===== src/rtl/cld_pkg.sv =====
// ---------------------------------------------------------------------------
// cld_pkg: shared types and constants of the content-length deframer
// Character codes, the header name key, value parser phases, result kinds
// and the event that the header parser hands to the top level.
// ---------------------------------------------------------------------------
package cld_pkg;

    // character codes
    localparam logic [7:0] CH_CR    = 8'h0D;
    localparam logic [7:0] CH_LF    = 8'h0A;
    localparam logic [7:0] CH_COLON = 8'h3A;
    localparam logic [7:0] CH_SPACE = 8'h20;
    localparam logic [7:0] CH_TAB   = 8'h09;
    localparam logic [7:0] CH_0     = 8'h30;
    localparam logic [7:0] CH_9     = 8'h39;
    localparam logic [7:0] CH_UP_A  = 8'h41;
    localparam logic [7:0] CH_UP_Z  = 8'h5A;
    localparam logic [7:0] CASE_OFS = 8'h20;

    // length of the header name key, in characters
    localparam logic [3:0] NAME_LEN = 4'd14;

    // terminator tracking: CR, CR LF, CR LF CR seen
    localparam logic [1:0] TERM_NONE   = 2'd0;
    localparam logic [1:0] TERM_CR     = 2'd1;
    localparam logic [1:0] TERM_CRLF   = 2'd2;
    localparam logic [1:0] TERM_CRLFCR = 2'd3;

    typedef enum logic [1:0] {
        VP_SKIP   = 2'd0,
        VP_DIGITS = 2'd1,
        VP_DONE   = 2'd2,
        VP_BAD    = 2'd3
    } t_vphase;

    typedef enum logic [1:0] {
        KIND_BODY  = 2'd0,
        KIND_EMPTY = 2'd1,
        KIND_DROP  = 2'd2
    } t_kind;

    // header parser to top level, valid for the byte being transferred
    typedef struct packed {
        logic done;       // this byte completes CR LF CR LF
        logic len_valid;  // a valid length is held at header end
    } t_hdr_evt;

    // lower-case header name "content-length"
    function automatic logic [7:0] key_char(input logic [3:0] idx);
        logic [7:0] c;
        c = 8'h00;
        case (idx)
            4'd0:    c = 8'h63; // c
            4'd1:    c = 8'h6F; // o
            4'd2:    c = 8'h6E; // n
            4'd3:    c = 8'h74; // t
            4'd4:    c = 8'h65; // e
            4'd5:    c = 8'h6E; // n
            4'd6:    c = 8'h74; // t
            4'd7:    c = 8'h2D; // -
            4'd8:    c = 8'h6C; // l
            4'd9:    c = 8'h65; // e
            4'd10:   c = 8'h6E; // n
            4'd11:   c = 8'h67; // g
            4'd12:   c = 8'h74; // t
            4'd13:   c = 8'h68; // h
            default: c = 8'h00;
        endcase
        return c;
    endfunction

    // space, TAB, LF, VT, FF, CR
    function automatic logic is_space(input logic [7:0] c);
        return (c == CH_SPACE) || ((c >= CH_TAB) && (c <= CH_CR));
    endfunction

    function automatic logic is_digit(input logic [7:0] c);
        return (c >= CH_0) && (c <= CH_9);
    endfunction

endpackage


===== src/rtl/cld_if.sv =====
// ---------------------------------------------------------------------------
// cld_if: stream channels of the content-length deframer
// Input byte channel and result channel, valid/ready handshake.
// ---------------------------------------------------------------------------
interface cld_in_if;
    logic       valid;
    logic       ready;
    logic [7:0] in_byte;

    modport source (output valid, output in_byte, input ready);
    modport sink   (input valid, input in_byte, output ready);
endinterface

interface cld_out_if;
    logic       valid;
    logic       ready;
    logic [1:0] result_kind;
    logic [7:0] body_byte;
    logic       last_of_message;

    modport source (output valid, output result_kind, output body_byte,
                    output last_of_message, input ready);
    modport sink   (input valid, input result_kind, input body_byte,
                    input last_of_message, output ready);
endinterface


===== src/rtl/cld_hdr_parser.sv =====
// ---------------------------------------------------------------------------
// cld_hdr_parser: header block parser
// Splits header lines at CR LF, matches the content-length name, parses the
// decimal value and flags the CR LF CR LF header end, one byte per i_en cycle.
// ---------------------------------------------------------------------------
module cld_hdr_parser
    import cld_pkg::*;
#(
    parameter int LENGTH_BITS = 32
) (
    input  logic                   i_clk,
    input  logic                   i_rst_n,
    input  logic                   i_en,
    input  logic [7:0]             i_byte,
    output t_hdr_evt               o_evt,
    output logic [LENGTH_BITS-1:0] o_length
);

    localparam int ProdW = LENGTH_BITS + 4;

    typedef struct packed {
        logic                   colon;
        logic [3:0]             pos;
        logic                   match;
        t_vphase                vphase;
        logic [LENGTH_BITS-1:0] acc;
    } t_line;

    function automatic t_line line_clear();
        t_line s;
        s.colon  = 1'b0;
        s.pos    = '0;
        s.match  = 1'b1;
        s.vphase = VP_SKIP;
        s.acc    = '0;
        return s;
    endfunction

    // one ordinary line character
    function automatic t_line char_step(input t_line s, input logic [7:0] c);
        t_line            r;
        logic [7:0]       lc;
        logic [ProdW-1:0] prod;
        r    = s;
        lc   = ((c >= CH_UP_A) && (c <= CH_UP_Z)) ? (c + CASE_OFS) : c;
        prod = ({4'b0, s.acc} << 3) + ({4'b0, s.acc} << 1)
             + ProdW'(c - CH_0);
        if (!s.colon) begin
            if (c == CH_COLON) begin
                r.colon = 1'b1;
                if (s.pos != NAME_LEN) r.match = 1'b0;
            end else if (s.pos >= NAME_LEN) begin
                // overlong name saturates one past the key length
                r.match = 1'b0;
                r.pos   = NAME_LEN + 4'd1;
            end else begin
                if (lc != key_char(s.pos)) r.match = 1'b0;
                r.pos = s.pos + 4'd1;
            end
        end else if (s.vphase == VP_SKIP) begin
            if (is_digit(c)) begin
                r.acc    = LENGTH_BITS'(c - CH_0);
                r.vphase = VP_DIGITS;
            end else if (!is_space(c)) begin
                r.vphase = VP_BAD;
            end
        end else if (s.vphase == VP_DIGITS) begin
            if (!is_digit(c)) begin
                r.vphase = VP_DONE;
            end else if (prod[ProdW-1:LENGTH_BITS] != 4'b0) begin
                r.vphase = VP_BAD;   // overflows the length width
            end else begin
                r.acc = prod[LENGTH_BITS-1:0];
            end
        end
        return r;
    endfunction

    t_line                  r_line, n_line, line_tmp;
    logic                   r_crp, n_crp;
    logic [1:0]             r_term, n_term;
    logic                   r_len_valid, n_len_valid;
    logic [LENGTH_BITS-1:0] r_body_len, n_body_len;
    logic                   done;
    logic                   lv_at_end;

    // line and terminator update for one header byte
    always_comb begin
        n_line      = r_line;
        n_crp       = r_crp;
        n_term      = r_term;
        n_len_valid = r_len_valid;
        n_body_len  = r_body_len;
        line_tmp    = r_line;
        done        = 1'b0;
        if (i_en) begin
            if (r_crp && (i_byte == CH_LF)) begin
                // line end: a matching name takes or clears the length
                if (r_line.colon && r_line.match) begin
                    if ((r_line.vphase == VP_DIGITS) || (r_line.vphase == VP_DONE)) begin
                        n_len_valid = 1'b1;
                        n_body_len  = r_line.acc;
                    end else begin
                        n_len_valid = 1'b0;
                    end
                end
                n_line = line_clear();
                n_crp  = 1'b0;
            end else begin
                // a held CR that is not part of CR LF is a line character
                line_tmp = r_crp ? char_step(r_line, CH_CR) : r_line;
                n_crp    = (i_byte == CH_CR);
                n_line   = (i_byte == CH_CR) ? line_tmp : char_step(line_tmp, i_byte);
            end

            if (i_byte == CH_CR) begin
                n_term = (r_term == TERM_CRLF) ? TERM_CRLFCR : TERM_CR;
            end else if (i_byte == CH_LF) begin
                done   = (r_term == TERM_CRLFCR);
                n_term = (r_term == TERM_CR) ? TERM_CRLF : TERM_NONE;
            end else begin
                n_term = TERM_NONE;
            end
        end
        lv_at_end = n_len_valid;
        if (done) begin
            n_term      = TERM_NONE;
            n_crp       = 1'b0;
            n_line      = line_clear();
            n_len_valid = 1'b0;
        end
    end

    assign o_evt.done      = done;
    assign o_evt.len_valid = lv_at_end;
    assign o_length        = n_body_len;

    always_ff @(posedge i_clk) begin
        if (!i_rst_n) begin
            r_line      <= line_clear();
            r_crp       <= 1'b0;
            r_term      <= TERM_NONE;
            r_len_valid <= 1'b0;
            r_body_len  <= '0;
        end else begin
            r_line      <= n_line;
            r_crp       <= n_crp;
            r_term      <= n_term;
            r_len_valid <= n_len_valid;
            r_body_len  <= n_body_len;
        end
    end

endmodule


===== src/rtl/content_length_deframer.sv =====
// ---------------------------------------------------------------------------
// content_length_deframer: header-then-body stream deframer
// Strips content-length framed headers and passes the body bytes on.
// ---------------------------------------------------------------------------
// Usage:
//   i_in carries one raw stream byte per transfer. o_out carries at most one
//   result per input byte: a body byte (kind 0, last_of_message on the final
//   byte), an empty-message marker (kind 1) for length zero, or a drop
//   marker (kind 2) when the header ends without a valid content-length.
//   Header bytes other than the final LF give no result.
// Latency: a result appears on o_out the cycle after its byte is taken.
// Throughput: one byte per cycle in header and body alike when not stalled;
//   each byte passes through one stage of name/value parsing (a shift-add
//   times-ten step on the length accumulator) into the output register.
// Stall: the output register holds its result while o_out.ready is low;
//   i_in.ready is low only while that register is full and not being taken,
//   so a byte is taken in the same cycle as the waiting result leaves.
// Reset: synchronous, active low; the block restarts in header parsing with
//   no length held and no result pending.
// ---------------------------------------------------------------------------
module content_length_deframer
    import cld_pkg::*;
#(
    parameter int LENGTH_BITS = 32
) (
    input  logic      i_clk,
    input  logic      i_rst_n,
    cld_in_if.sink    i_in,
    cld_out_if.source o_out
);

    t_hdr_evt               hdr_evt;
    logic [LENGTH_BITS-1:0] hdr_length;

    logic                   in_ready;
    logic                   in_xfer;
    logic                   hdr_en;

    logic                   r_phase, n_phase;
    logic [LENGTH_BITS-1:0] r_rem, n_rem;

    logic                   res_valid;
    t_kind                  res_kind;
    logic [7:0]             res_byte;
    logic                   res_last;

    logic                   r_out_valid;
    t_kind                  r_out_kind;
    logic [7:0]             r_out_byte;
    logic                   r_out_last;

    // input side: free when the output register is empty or drains now
    assign in_ready   = !r_out_valid || o_out.ready;
    assign in_xfer    = i_in.valid && in_ready;
    assign hdr_en     = in_xfer && !r_phase;
    assign i_in.ready = in_ready;

    cld_hdr_parser #(
        .LENGTH_BITS (LENGTH_BITS)
    ) u_hdr_parser (
        .i_clk    (i_clk),
        .i_rst_n  (i_rst_n),
        .i_en     (hdr_en),
        .i_byte   (i_in.in_byte),
        .o_evt    (hdr_evt),
        .o_length (hdr_length)
    );

    // body pass-through and header-end decision
    always_comb begin
        n_phase   = r_phase;
        n_rem     = r_rem;
        res_valid = 1'b0;
        res_kind  = KIND_BODY;
        res_byte  = 8'h00;
        res_last  = 1'b0;
        if (in_xfer) begin
            if (r_phase) begin
                res_valid = 1'b1;
                res_byte  = i_in.in_byte;
                res_last  = (r_rem[LENGTH_BITS-1:1] == '0);
                if (r_rem != '0) n_rem = r_rem - LENGTH_BITS'(1);
                if (n_rem == '0) n_phase = 1'b0;
            end else if (hdr_evt.done) begin
                if (!hdr_evt.len_valid) begin
                    res_valid = 1'b1;
                    res_kind  = KIND_DROP;
                end else if (hdr_length == '0) begin
                    res_valid = 1'b1;
                    res_kind  = KIND_EMPTY;
                    res_last  = 1'b1;
                end else begin
                    n_rem   = hdr_length;
                    n_phase = 1'b1;
                end
            end
        end
    end

    // control state
    always_ff @(posedge i_clk) begin
        if (!i_rst_n) begin
            r_phase     <= 1'b0;
            r_rem       <= '0;
            r_out_valid <= 1'b0;
        end else begin
            r_phase <= n_phase;
            r_rem   <= n_rem;
            if (in_xfer) begin
                r_out_valid <= res_valid;
            end else if (o_out.ready) begin
                r_out_valid <= 1'b0;
            end
        end
    end

    // result register payload
    always_ff @(posedge i_clk) begin
        if (in_xfer) begin
            r_out_kind <= res_kind;
            r_out_byte <= res_byte;
            r_out_last <= res_last;
        end
    end

    assign o_out.valid           = r_out_valid;
    assign o_out.result_kind     = 2'(r_out_kind);
    assign o_out.body_byte       = r_out_byte;
    assign o_out.last_of_message = r_out_last;

endmodule


===== src/flat_wrapper.sv =====
// flat-port wrapper written by rule: the top's interface ports become plain ports
module content_length_deframer_flat import cld_pkg::*;
#(
    parameter int LENGTH_BITS = 32
)
  (i_clk, i_rst_n, i_in_valid, i_in_in_byte, i_in_ready, o_out_valid, o_out_result_kind, o_out_body_byte, o_out_last_of_message, o_out_ready);
  cld_in_if i_in_i ();
  cld_out_if o_out_i ();
  input  logic i_clk;
  input  logic i_rst_n;
  input wire logic [$bits(i_in_i.valid)-1:0] i_in_valid;
  input wire logic [$bits(i_in_i.in_byte)-1:0] i_in_in_byte;
  output wire logic [$bits(i_in_i.ready)-1:0] i_in_ready;
  output wire logic [$bits(o_out_i.valid)-1:0] o_out_valid;
  output wire logic [$bits(o_out_i.result_kind)-1:0] o_out_result_kind;
  output wire logic [$bits(o_out_i.body_byte)-1:0] o_out_body_byte;
  output wire logic [$bits(o_out_i.last_of_message)-1:0] o_out_last_of_message;
  input wire logic [$bits(o_out_i.ready)-1:0] o_out_ready;
  assign i_in_i.valid = i_in_valid;
  assign i_in_i.in_byte = i_in_in_byte;
  assign i_in_ready = i_in_i.ready;
  assign o_out_valid = o_out_i.valid;
  assign o_out_result_kind = o_out_i.result_kind;
  assign o_out_body_byte = o_out_i.body_byte;
  assign o_out_last_of_message = o_out_i.last_of_message;
  assign o_out_i.ready = o_out_ready;
  content_length_deframer #(.LENGTH_BITS(LENGTH_BITS)) u_core (.i_clk(i_clk), .i_rst_n(i_rst_n), .i_in(i_in_i), .o_out(o_out_i));
endmodule

===== config.mk =====
export PLATFORM = sky130hd
export DESIGN_NAME = content_length_deframer_flat
export DESIGN_NICKNAME = d
export VERILOG_FILES = /design/src/rtl/cld_pkg.sv /design/src/rtl/cld_if.sv /design/src/rtl/cld_hdr_parser.sv /design/src/rtl/content_length_deframer.sv /design/src/flat_wrapper.sv
export SDC_FILE = /design/constraint.sdc
export NUM_CORES = 1
export LEC_CHECK = 0
export ABC_CLOCK_PERIOD_IN_PS = 14300
export BUFFER_PORTS_ARGS = -buffer_cell sky130_fd_sc_hd__buf_2
export CORE_ASPECT_RATIO = 1.25
export CORE_MARGIN = 1.5
export CORE_UTILIZATION = 49
export DETAILED_ROUTE_END_ITERATION = 8
export SLEW_MARGIN = 20
export SYNTH_ARGS = -nofsm -noshare
export SYNTH_HDL_FRONTEND = slang
export SYNTH_HIERARCHICAL = 1
export SYNTH_SLANG_ARGS = --single-unit

===== constraint.sdc =====
create_clock -name i_clk -period 14.3 [get_ports i_clk]
set_clock_uncertainty 0.2 [all_clocks]
set_input_delay 2.145 -clock i_clk [delete_from_list [all_inputs] [get_ports i_clk]]
set_output_delay 2.145 -clock i_clk [all_outputs]
set_load 0.05 [all_outputs]

-- Yosys cells after proc, flatten, opt, wreduce, memory -nomap -nowiden
Memory sizes are Yosys's and may differ from the RTL's. A register that Yosys moved wholly into a read port is not among the register bits.
Index checks and enable logic that the tools add are counted.
- register bits after elaboration: 121
- bits in read-only memories: 224
- input port bits: 12
- output and inout port bits: 13
- word-level logic and storage cells: 158
- memories kept: 2
- memories (memory ; depth ; width ; read ports ; clocked after memory_dff ; write ports ; line ; RTL):
    (no name shown) ; 16 ; 7 ; 1 ; 1 ; 0 ; cld_pkg.sv:52 ; case (idx)
    (no name shown) ; 16 ; 7 ; 1 ; 0 ; 0 ; cld_pkg.sv:52 ;
- $add $sub $neg: 8
- $lt $le $gt $ge: 8
- equal/unequal tests: 14
- mux-type cells: 81
- bitwise logic cells: 3
- reduce and logical (&&, ||, !) cells: 26
- operators with widths (kind ; count):
    32-bit 2-to-1 mux ; 14
    34-bit 2-to-1 mux ; 8
    40-bit 2-to-1 mux ; 2
    8-bit 2-to-1 mux ; 10
    32-bit zero test ; 2
    39-bit 2-to-1 mux ; 1
    35-bit by 33-bit adder with 36-bit output ; 1
    36-bit adder ; 1
    32-bit nonzero test ; 1
    32-bit by 1-bit subtractor with 32-bit output, second input constant ; 1
    31-bit zero test ; 1
    1-bit 2-to-1 mux ; 28
    5-bit 2-to-1 mux ; 5
    2-bit 2-to-1 mux ; 9
    8-bit by 6-bit subtractor with 9-bit output, second input constant ; 2
    8-bit by 4-bit equality test with 1-bit output, second input constant ; 2
    8-bit by 6-bit equality test with 1-bit output, second input constant ; 2
    4-bit 2-to-1 mux ; 3
    4-bit by 1-bit adder with 4-bit output, second input constant ; 2
    8-bit by 6-bit adder with 8-bit output, second input constant ; 1
    4-bit >= comparator, second input constant ; 2
    8-bit by 4-bit >= comparator with 1-bit output, second input constant ; 1
    8-bit by 6-bit >= comparator with 1-bit output, second input constant ; 1
    8-bit by 7-bit >= comparator with 1-bit output, second input constant ; 1
    other kinds (20) ; 39

-- Depth between registers and ports, before layout
Gate-level depths: netlist (run 1).
- depth after elaboration: 27
- gate-level depth with buffers: 22
- depth with buffers taken out: 16

-- Cells and area by module
The synthesis (run 1) kept the hierarchy.
- modules (own cells, without submodules) (module ; times used ; cells an instance ; area each (um^2)):
    cld_hdr_parser ; 1 ; 951 ; 7473.4
    content_length_deframer ; 1 ; 407 ; 3198.1

-- Least setup slack after synthesis (run 1)
No wires, ideal clock.
- path kind: input to register
- start: in i_in_in_byte[6]
- end: reg u_core/u_hdr_parser/r_line[4] in the netlist's numbering
- arrival: 7998 ps
- slack: 5979 ps
- stages on the path: 13
- buffers on the path: 3
- cells stage by stage: clkbuf_1 > nor3_1 > fa_1 > ha_1 > buf_2 > nand2_2 > or3_1 > or4_4 > and3_4 > o41ai_4 > o21ai_2 > buf_6 > mux2i_1
- longest elaborated chain between the ends: 10
- elaborated cells on any way between the ends: 21
- RTL lines (item ; line ; RTL):
    start, declared ; flat_wrapper.sv:12 ; input wire logic [$bits(i_in_i.in_byte)-1:0] i_in_in_byte;
    8-bit by 6-bit subtractor with 9-bit output ; cld_hdr_parser.sv:47 ; + ProdW'(c - CH_0);
    36-bit adder ; cld_hdr_parser.sv:47 ;
    4-bit nonzero test ; cld_hdr_parser.sv:70 ; end else if (prod[ProdW-1:LENGTH_BITS] != 4'b0) begin
    32-bit 2-to-1 mux ; cld_hdr_parser.sv:70 ;
    32-bit 2-to-1 mux ; cld_hdr_parser.sv:68 ; if (!is_digit(c)) begin
    34-bit 2-to-1 mux ; cld_hdr_parser.sv:67 ; end else if (s.vphase == VP_DIGITS) begin
    34-bit 2-to-1 mux ; cld_hdr_parser.sv:60 ; end else if (s.vphase == VP_SKIP) begin
    34-bit 2-to-1 mux ; cld_hdr_parser.sv:48 ; if (!s.colon) begin
    40-bit 2-to-1 mux ; cld_hdr_parser.sv:113 ; n_line = (i_byte == CH_CR) ? line_tmp : char_step(line_tmp, i_byte);
    40-bit 2-to-1 mux ; cld_hdr_parser.sv:97 ; if (r_crp && (i_byte == CH_LF)) begin
    end signal, assigned ; cld_hdr_parser.sv:140 ; r_line <= line_clear();
    end signal, assigned ; cld_hdr_parser.sv:146 ; r_line <= n_line;
    end, declared ; cld_hdr_parser.sv:79 ; t_line r_line, n_line, line_tmp;
Parallel ways exist; a longest one is shown, timed or not.
A chain may end at the register's enable or synchronous reset.

-- Worst setup path in the final report (run 1)
- start: in i_in_in_byte[6]
- end: reg u_core/u_hdr_parser/r_line[2] in the netlist's numbering
Same word-level chain as after synthesis.

==> results.sh, run 1 <==
export IMPL_slew_headroom=0.283
export IMPL_finalSetupViolations=0
export IMPL_drive_gt1_frac=0.0823
export IMPL_mappedNetlistArea_mm2=0.0107
export IMPL_power_switching_mw=0.230
export IMPL_wirelength_mm=29.8
export IMPL_cp_end_kind="flop"
export IMPL_die_h_um=168
export IMPL_path_buf_inv=3
export IMPL_core_area_mm2=0.0215
export IMPL_cts_hold_buf=0
export IMPL_clock_power_share=0.507
export IMPL_synth_edf_count=11
export IMPL_worstSetupStartpointType="input pin"
export IMPL_critPathMaxFanout=28
export IMPL_ys_seq_area_frac=0.250
export IMPL_p_comb_frac=0.085
export IMPL_fin_crit_ns=6.62
export IMPL_hpwl_mm=22.2
export IMPL_nets=1429
export IMPL_synth_distinct_cells=90
export IMPL_p_leak_nw=4.76
export IMPL_antenna_cells=0
export IMPL_crit_start="i_in_in_byte[6]"
export IMPL_top_layer_used="met4"
export IMPL_port_buffers=24
export IMPL_fin_tns_setup_ns=0
export IMPL_met1_length_mm=13.1
export IMPL_r2r_start="u_core/r_phase"
export IMPL_critPathMaxStageDelay_ns=0.48
export IMPL_vias=9756
export IMPL_routed_wl_met3_um=795
export IMPL_die_w_um=135
export IMPL_min_from="u_core/u_hdr_parser/r_len_valid"
export IMPL_synthTopCellsByCount="228 x nand2_1, 117 x dfxtp_1, 86 x nor2_1"
export IMPL_synth_compound_area_frac=0.218
export IMPL_grt_pass1_vias=9425
export IMPL_power_density_mw_per_mm2=78.6
export IMPL_arrival_ns=6.76
export IMPL_post_cts_setup_buffer_count=0
export IMPL_synth_xor_area_share=0.0353
export IMPL_hold_class="reg2reg"
export IMPL_avgRoutedWirePerCell_um=18.4
export IMPL_drtIter0Drc=591
export IMPL_max_cap_violations=0
export IMPL_cts_clk_slew_worst_paths_ns=0.06
export IMPL_rsz0062_at_grt="no"
export IMPL_drcViolationCount=0
export IMPL_status="complete, no violations"
export IMPL_path_cells="buf_2 -> inv_1 -> ha_1 -> a21oi_1 -> xor2_1 -> fa_1 -> ha_1 -> o211ai_1 -> o21ai_0 -> a41oi_1 -> o311ai_2 -> mux2i_1 -> o221ai_1 -> o21ai_4 -> buf_4 -> mux2i_1"
export IMPL_synth_simple_area_share=0.272
export IMPL_gp_congestion=0.914
export IMPL_yosysTopAreaCell="dfxtp_1"
export IMPL_cts_tree="yes"
export IMPL_final_antenna_net_count=0
export IMPL_total_power_mw=0.898
export IMPL_synth_top_family_by_area="simple AND/OR/NAND/NOR gates"
export IMPL_slew_viol_final=0
export IMPL_cts_resized=0
export IMPL_synth_seq_cells=128
export IMPL_vias_per_cell=6.04
export IMPL_critical_path_required_ns=14.44
export IMPL_cts_made_buffers=17
export IMPL_ir_drop_uv=77.8
export IMPL_synthCells=1358
export IMPL_antenna_found_initial=0
export IMPL_num_rows=60
export IMPL_synthAdderAreaFrac=0.131
export IMPL_yosys_top_cells_area="dfxtp_1 22%, nand2_1 8.0%, ha_1 7.3%, fa_1 5.8%, mux2i_1 3.9%"
export IMPL_p_int_mw=0.668
export IMPL_cts_root_buf="clkbuf_16"
export IMPL_yosysMostFrequentCell="nand2_1"
export IMPL_die_area_mm2=0.0227
export IMPL_drt_first_pass_iters=5
export IMPL_synth_mux_area_frac=0.0405
export IMPL_finalHoldViolCount=0
export IMPL_grt_pass1_wl_mm=49.4
export IMPL_avgSynthCellArea_um2=7.86
export IMPL_ys_warn_count=6
export IMPL_grt_max_degree=72
export IMPL_ys_flop_type="dfxtp_1"
export IMPL_boundaryPins=25
export IMPL_syn_to_final_growth_pct=7.02
export IMPL_synth_top_area_share=0.219
export IMPL_finalCritPeriodShare=0.463
export IMPL_grt_use_total=0.272
export IMPL_seqPwrFrac=0.408
export IMPL_start_util=0.497
export IMPL_utilization=0.532
export IMPL_critical_path_class="in2reg"
export IMPL_met2WireLength_mm=14.8
export IMPL_switching_share=0.256
export IMPL_grt_ovfl_total=0
export IMPL_max_slew_worst_pin_slew_ns=1.08
export IMPL_clock_sinks=128
export IMPL_clk_latency_ns=0.43
export IMPL_clock_fmax_mhz=151
export IMPL_crit_family="compound AO/OA/AOI/OAI gates"
export IMPL_cp_slowest_cell="fa_1"
export IMPL_clock_path_buffers=2
export IMPL_htree_levels=4
export IMPL_async_reset_ff_frac=0
export IMPL_synth_nets=1463
[state kept, by name, summed over array words and instances, names as in the netlist, named ones only]
name,cells
u_core/o_out.body_byte,8
u_core/o_out.last_of_message,1
u_core/o_out.result_kind,2
u_core/o_out.valid,1
u_core/r_phase,1
u_core/r_rem,32
u_core/u_hdr_parser/r_body_len,32
u_core/u_hdr_parser/r_crp,1
u_core/u_hdr_parser/r_len_valid,1
u_core/u_hdr_parser/r_line,40
u_core/u_hdr_parser/r_term,2
[kinds of logic (layout without fill, tap and decap cells)]
family | after synthesis | count (layout)
fa+ha+maj | 93 | 93
compound gates | 348 | 348
flops | 128 | 128
mux | 43 | 43
xor+xnor | 43 | 43
simple gates | 579 | 579
buf+inv | 124 | 103
[final timing paths]
kind                                           to  slack, ns  cells after the start
setup reg to reg                 u_core/r_rem[22]       9.28                     15
hold / removal    u_core/u_hdr_parser/r_len_valid       0.26                      2
hold reg to reg   u_core/u_hdr_parser/r_len_valid       0.26                      2
setup / recovery    u_core/u_hdr_parser/r_line[2]       7.68                     16
[worst min-delay path: cells and delay by family (launching register included)]
family           cells  cell delay (ns)
AND/OR/NAND/NOR      1             0.06
flip-flops           1             0.30
AO/OA/AOI/OAI        1             0.06
[layout make-up]
type,instances,area [um^2]
clock buffer,18,429
clock inverter,14,181
fill,2137,10000
inverter,38,143
multi-input combinational,1106,7460
sequential,128,2670
tap,279,349
timing repair buffer,33,188
[layout by cell type (no fill, tap or decap), drive strengths merged, types with 13 or more instances in the layout]
cell type / n
xor2: 21
a21oi: 76
a31oi: 18
nor2: 86
nor4: 30
nor3: 30
or3: 18
nand3: 35
o21ai: 85
o211ai: 21
buf: 33
fa: 31
nor2b: 14
a21o: 17
nand2: 230
a211oi: 18
o21a: 14
mux2i: 42
dfxtp: 117
and2: 63
clkbuf: 18
xnor2: 22
inv: 41
nand4: 21
ha: 62
and3: 13
[per-layer routing]
layer,track usage,vias to the layer above
li1,-,4837
met1,0.336,4656
met2,0.471,197
met3,0.0373,66
met4,0.116,0
met5,0,-
[stage by stage]
| step | hold slack (ns) | cell area (um^2) | cells | setup slack (ns) |
|---|---|---|---|---|
| final | 0.264 | 11400 | 1616 | 7.68 |
| after global routing | 0.281 | 11400 | 1616 | 7.39 |
| after CTS | 0.265 | 11400 | 1616 | 7.70 |
| after detailed placement | 0.257 | 10800 | 1584 | 7.27 |
| after global placement | 0.255 | 10800 | 1584 | 7.40 |
| after floorplan | 0.244 | 10700 | 1358 | 5.98 |
[power groups by stage]
stage | combinational, mW | clock (mW) | sequential [mW]
final | 0.0764 | 0.455 | 0.366
after global routing | 0.0848 | 0.480 | 0.367
after CTS | 0.0759 | 0.464 | 0.366
after detailed placement | 0.0755 | 0 | 0.374
after global placement | 0.0750 | 0 | 0.374
after floorplan | 0.0538 | 0 | 0.378
Power figures use the tool's default switching activity.
==> run 2, diff against run 1 <==
ABC_CLOCK_PERIOD_IN_PS = 5600   (was 14300)
PLACE_DENSITY = 0.67   (was unset)
clock period = 5.6 ns   (was 14.3 ns; I/O delays follow)
==> run 2 against run 1 <==
  * The flow now finishes with violations (DRC)
  * Final cell count grew 0.87%
  * Critical endpoint is now u_core/u_hdr_parser/r_line[19]
  * Worst setup slack lost 7.2 ns
  * Clock power grew 140%
  * Highest routed layer unchanged
  * Global-route usage shrank 0.45 points
==> results.sh, run 2 (synthesis gave the netlist of run 1 again) <==
export IMPL_clock_sinks=128
export IMPL_wirelength_mm=29.3
export IMPL_path_buf_inv=3
export IMPL_cts_root_buf="clkbuf_16"
export IMPL_crit_family="compound AO/OA/AOI/OAI gates"
export IMPL_finalHoldViolCount=0
export IMPL_nFillCells=2059
export IMPL_avgRoutedWirePerCell_um=18.0
export IMPL_p_int_mw=1.59
export IMPL_drtIter0Drc=683
export IMPL_post_cts_setup_buffer_count=0
export IMPL_antenna_cells=0
export IMPL_path_depth=16
export IMPL_most_common_layout_cells="228 x nand2_1, 116 x dfxtp_1, 86 x nor2_1, 78 x o21ai_0, 76 x a21oi_1"
export IMPL_path_cells="buf_2 -> inv_1 -> ha_1 -> a21oi_1 -> xor2_1 -> fa_1 -> ha_1 -> o211ai_1 -> o21ai_0 -> a41oi_1 -> o311ai_2 -> mux2i_1 -> o221ai_1 -> o21ai_4 -> buf_12 -> mux2i_1"
export IMPL_cts_clk_slew_worst_paths_ns=0.06
export IMPL_worst_r2r_path_depth=11
export IMPL_grt_pass1_wl_mm=48.7
export IMPL_worstSetupStartpointType="input pin"
export IMPL_grt_use_total=0.268
export IMPL_fin_crit_ns=5.12
export IMPL_finalSetupViolations=0
export IMPL_grt_ovfl_total=0
export IMPL_power_switching_mw=0.624
export IMPL_final_antenna_net_count=0
export IMPL_critical_path_required_ns=5.76
export IMPL_switching_share=0.282
export IMPL_grt_pass1_vias=9677
export IMPL_drt_first_pass_iters=7
export IMPL_p_comb_frac=0.090
export IMPL_critPathMaxFanout=24
export IMPL_syn_to_final_growth_pct=8.10
export IMPL_hpwl_mm=22.2
export IMPL_finalCritPeriodShare=0.913
export IMPL_cp_end_kind="flop"
export IMPL_max_slew_worst_pin_slew_ns=0.924
export IMPL_num_rows=60
export IMPL_clock_path_buffers=2
export IMPL_regMostFlops="u_core/u_hdr_parser/r_line"
export IMPL_antenna_found_initial=0
export IMPL_boundaryPins=25
export IMPL_cts_made_buffers=17
export IMPL_p_leak_nw=4.84
export IMPL_final_cells=1630
export IMPL_status="finished with violations"
export IMPL_hold_depth=2
export IMPL_cp_slowest_cell="fa_1"
export IMPL_clock_fmax_mhz=195
export IMPL_hold_class="reg2reg"
export IMPL_grt_max_degree=71
export IMPL_clk_latency_ns=0.43
export IMPL_rsz0062_at_grt="no"
export IMPL_seqPwrFrac=0.423
export IMPL_port_buffers=24
export IMPL_cts_resized=0
export IMPL_nets=1443
export IMPL_fin_ws_ns=0.485
export IMPL_max_cap_violations=0
export IMPL_die_h_um=168
export IMPL_clock_power_share=0.488
export IMPL_violations="DRC"
export IMPL_cts_tree="yes"
export IMPL_post_place_ws_ns=0.107
export IMPL_core_area_mm2=0.0215
export IMPL_critical_path_class="in2reg"
export IMPL_htree_levels=4
export IMPL_gp_congestion=0.978
export IMPL_cts_hold_buf=0
export IMPL_ir_drop_uv=199
export IMPL_slew_headroom=0.382
export IMPL_drcViolationCount=1
export IMPL_vias_per_cell=6.10
export IMPL_multi_input_area_mm2=0.00746
export IMPL_start_util=0.497
export IMPL_critPathMaxStageDelay_ns=0.48
export IMPL_place_area_mm2=0.0110
export IMPL_layout_commonest_cell="nand2_1"
export IMPL_dpl_cell_count=1598
export IMPL_arrival_ns=5.27
export IMPL_fin_tns_setup_ns=0
export IMPL_seqCellArea_mm2=0.00267
export IMPL_vias=9951
export IMPL_reg_top3="u_core/u_hdr_parser/r_line x40, u_core/r_rem x32, u_core/u_hdr_parser/r_body_len x32"
export IMPL_die_w_um=135
export IMPL_slew_viol_final=0
export IMPL_stdcell_area_mm2=0.0115
export IMPL_power_density_mw_per_mm2=192
export IMPL_largest_reg_flops=40
export IMPL_utilization=0.537
export IMPL_die_area_mm2=0.0227
export IMPL_drive_gt1_frac=0.0918
[run 2: per-layer routing]
layer  GRT usage  vias to the layer above  part of all wire
met4       0.119                        0             0.041
met1       0.316                     4767              0.41
li1            -                     4867                 -
met3      0.0373                       73             0.033
met2       0.478                      244              0.51
met5           0                        -                 0
[run 2: layout make-up]
type / count / area share
Clock inverter: 15 / 0.0121
Sequential cell: 128 / 0.232
Multi-Input combinational cell: 1106 / 0.647
Clock buffer: 17 / 0.0369
Timing Repair Buffer: 47 / 0.0297
Tap cell: 279 / 0.0303
Inverter: 38 / 0.0124
[run 2: worst min-delay path: stages, from the launching register on]
cell and delay (ns):
dfxtp_1 0.30, nand2_1 0.06, a21oi_1 0.06
[run 2: final timing paths]
kind                                      to  slack, ns                             from
max           u_core/u_hdr_parser/r_line[19]       0.48                  i_in_in_byte[6]
min          u_core/u_hdr_parser/r_len_valid       0.27  u_core/u_hdr_parser/r_len_valid
max reg2reg   u_core/u_hdr_parser/r_line[19]       1.31    u_core/u_hdr_parser/r_line[2]
min reg2reg  u_core/u_hdr_parser/r_len_valid       0.27  u_core/u_hdr_parser/r_len_valid
[run 2: through the flow]
stage                     power (mW)  hold WS, ns
after global routing            2.30        0.287
after floorplan                 1.10        0.244
final                           2.21        0.268
after CTS                       2.23        0.265
after detailed placement        1.15        0.257
after global placement          1.15        0.256
[run 2: power by group through the flow]
| stage | logic (mW) | registers, mW | clock network (mW) |
|---|---|---|---|
| after floorplan | 0.138 | 0.964 | 0 |
| after global placement | 0.193 | 0.956 | 0 |
| after detailed placement | 0.197 | 0.956 | 0 |
| after CTS | 0.198 | 0.935 | 1.10 |
| after global routing | 0.221 | 0.936 | 1.14 |
| final | 0.199 | 0.935 | 1.08 |
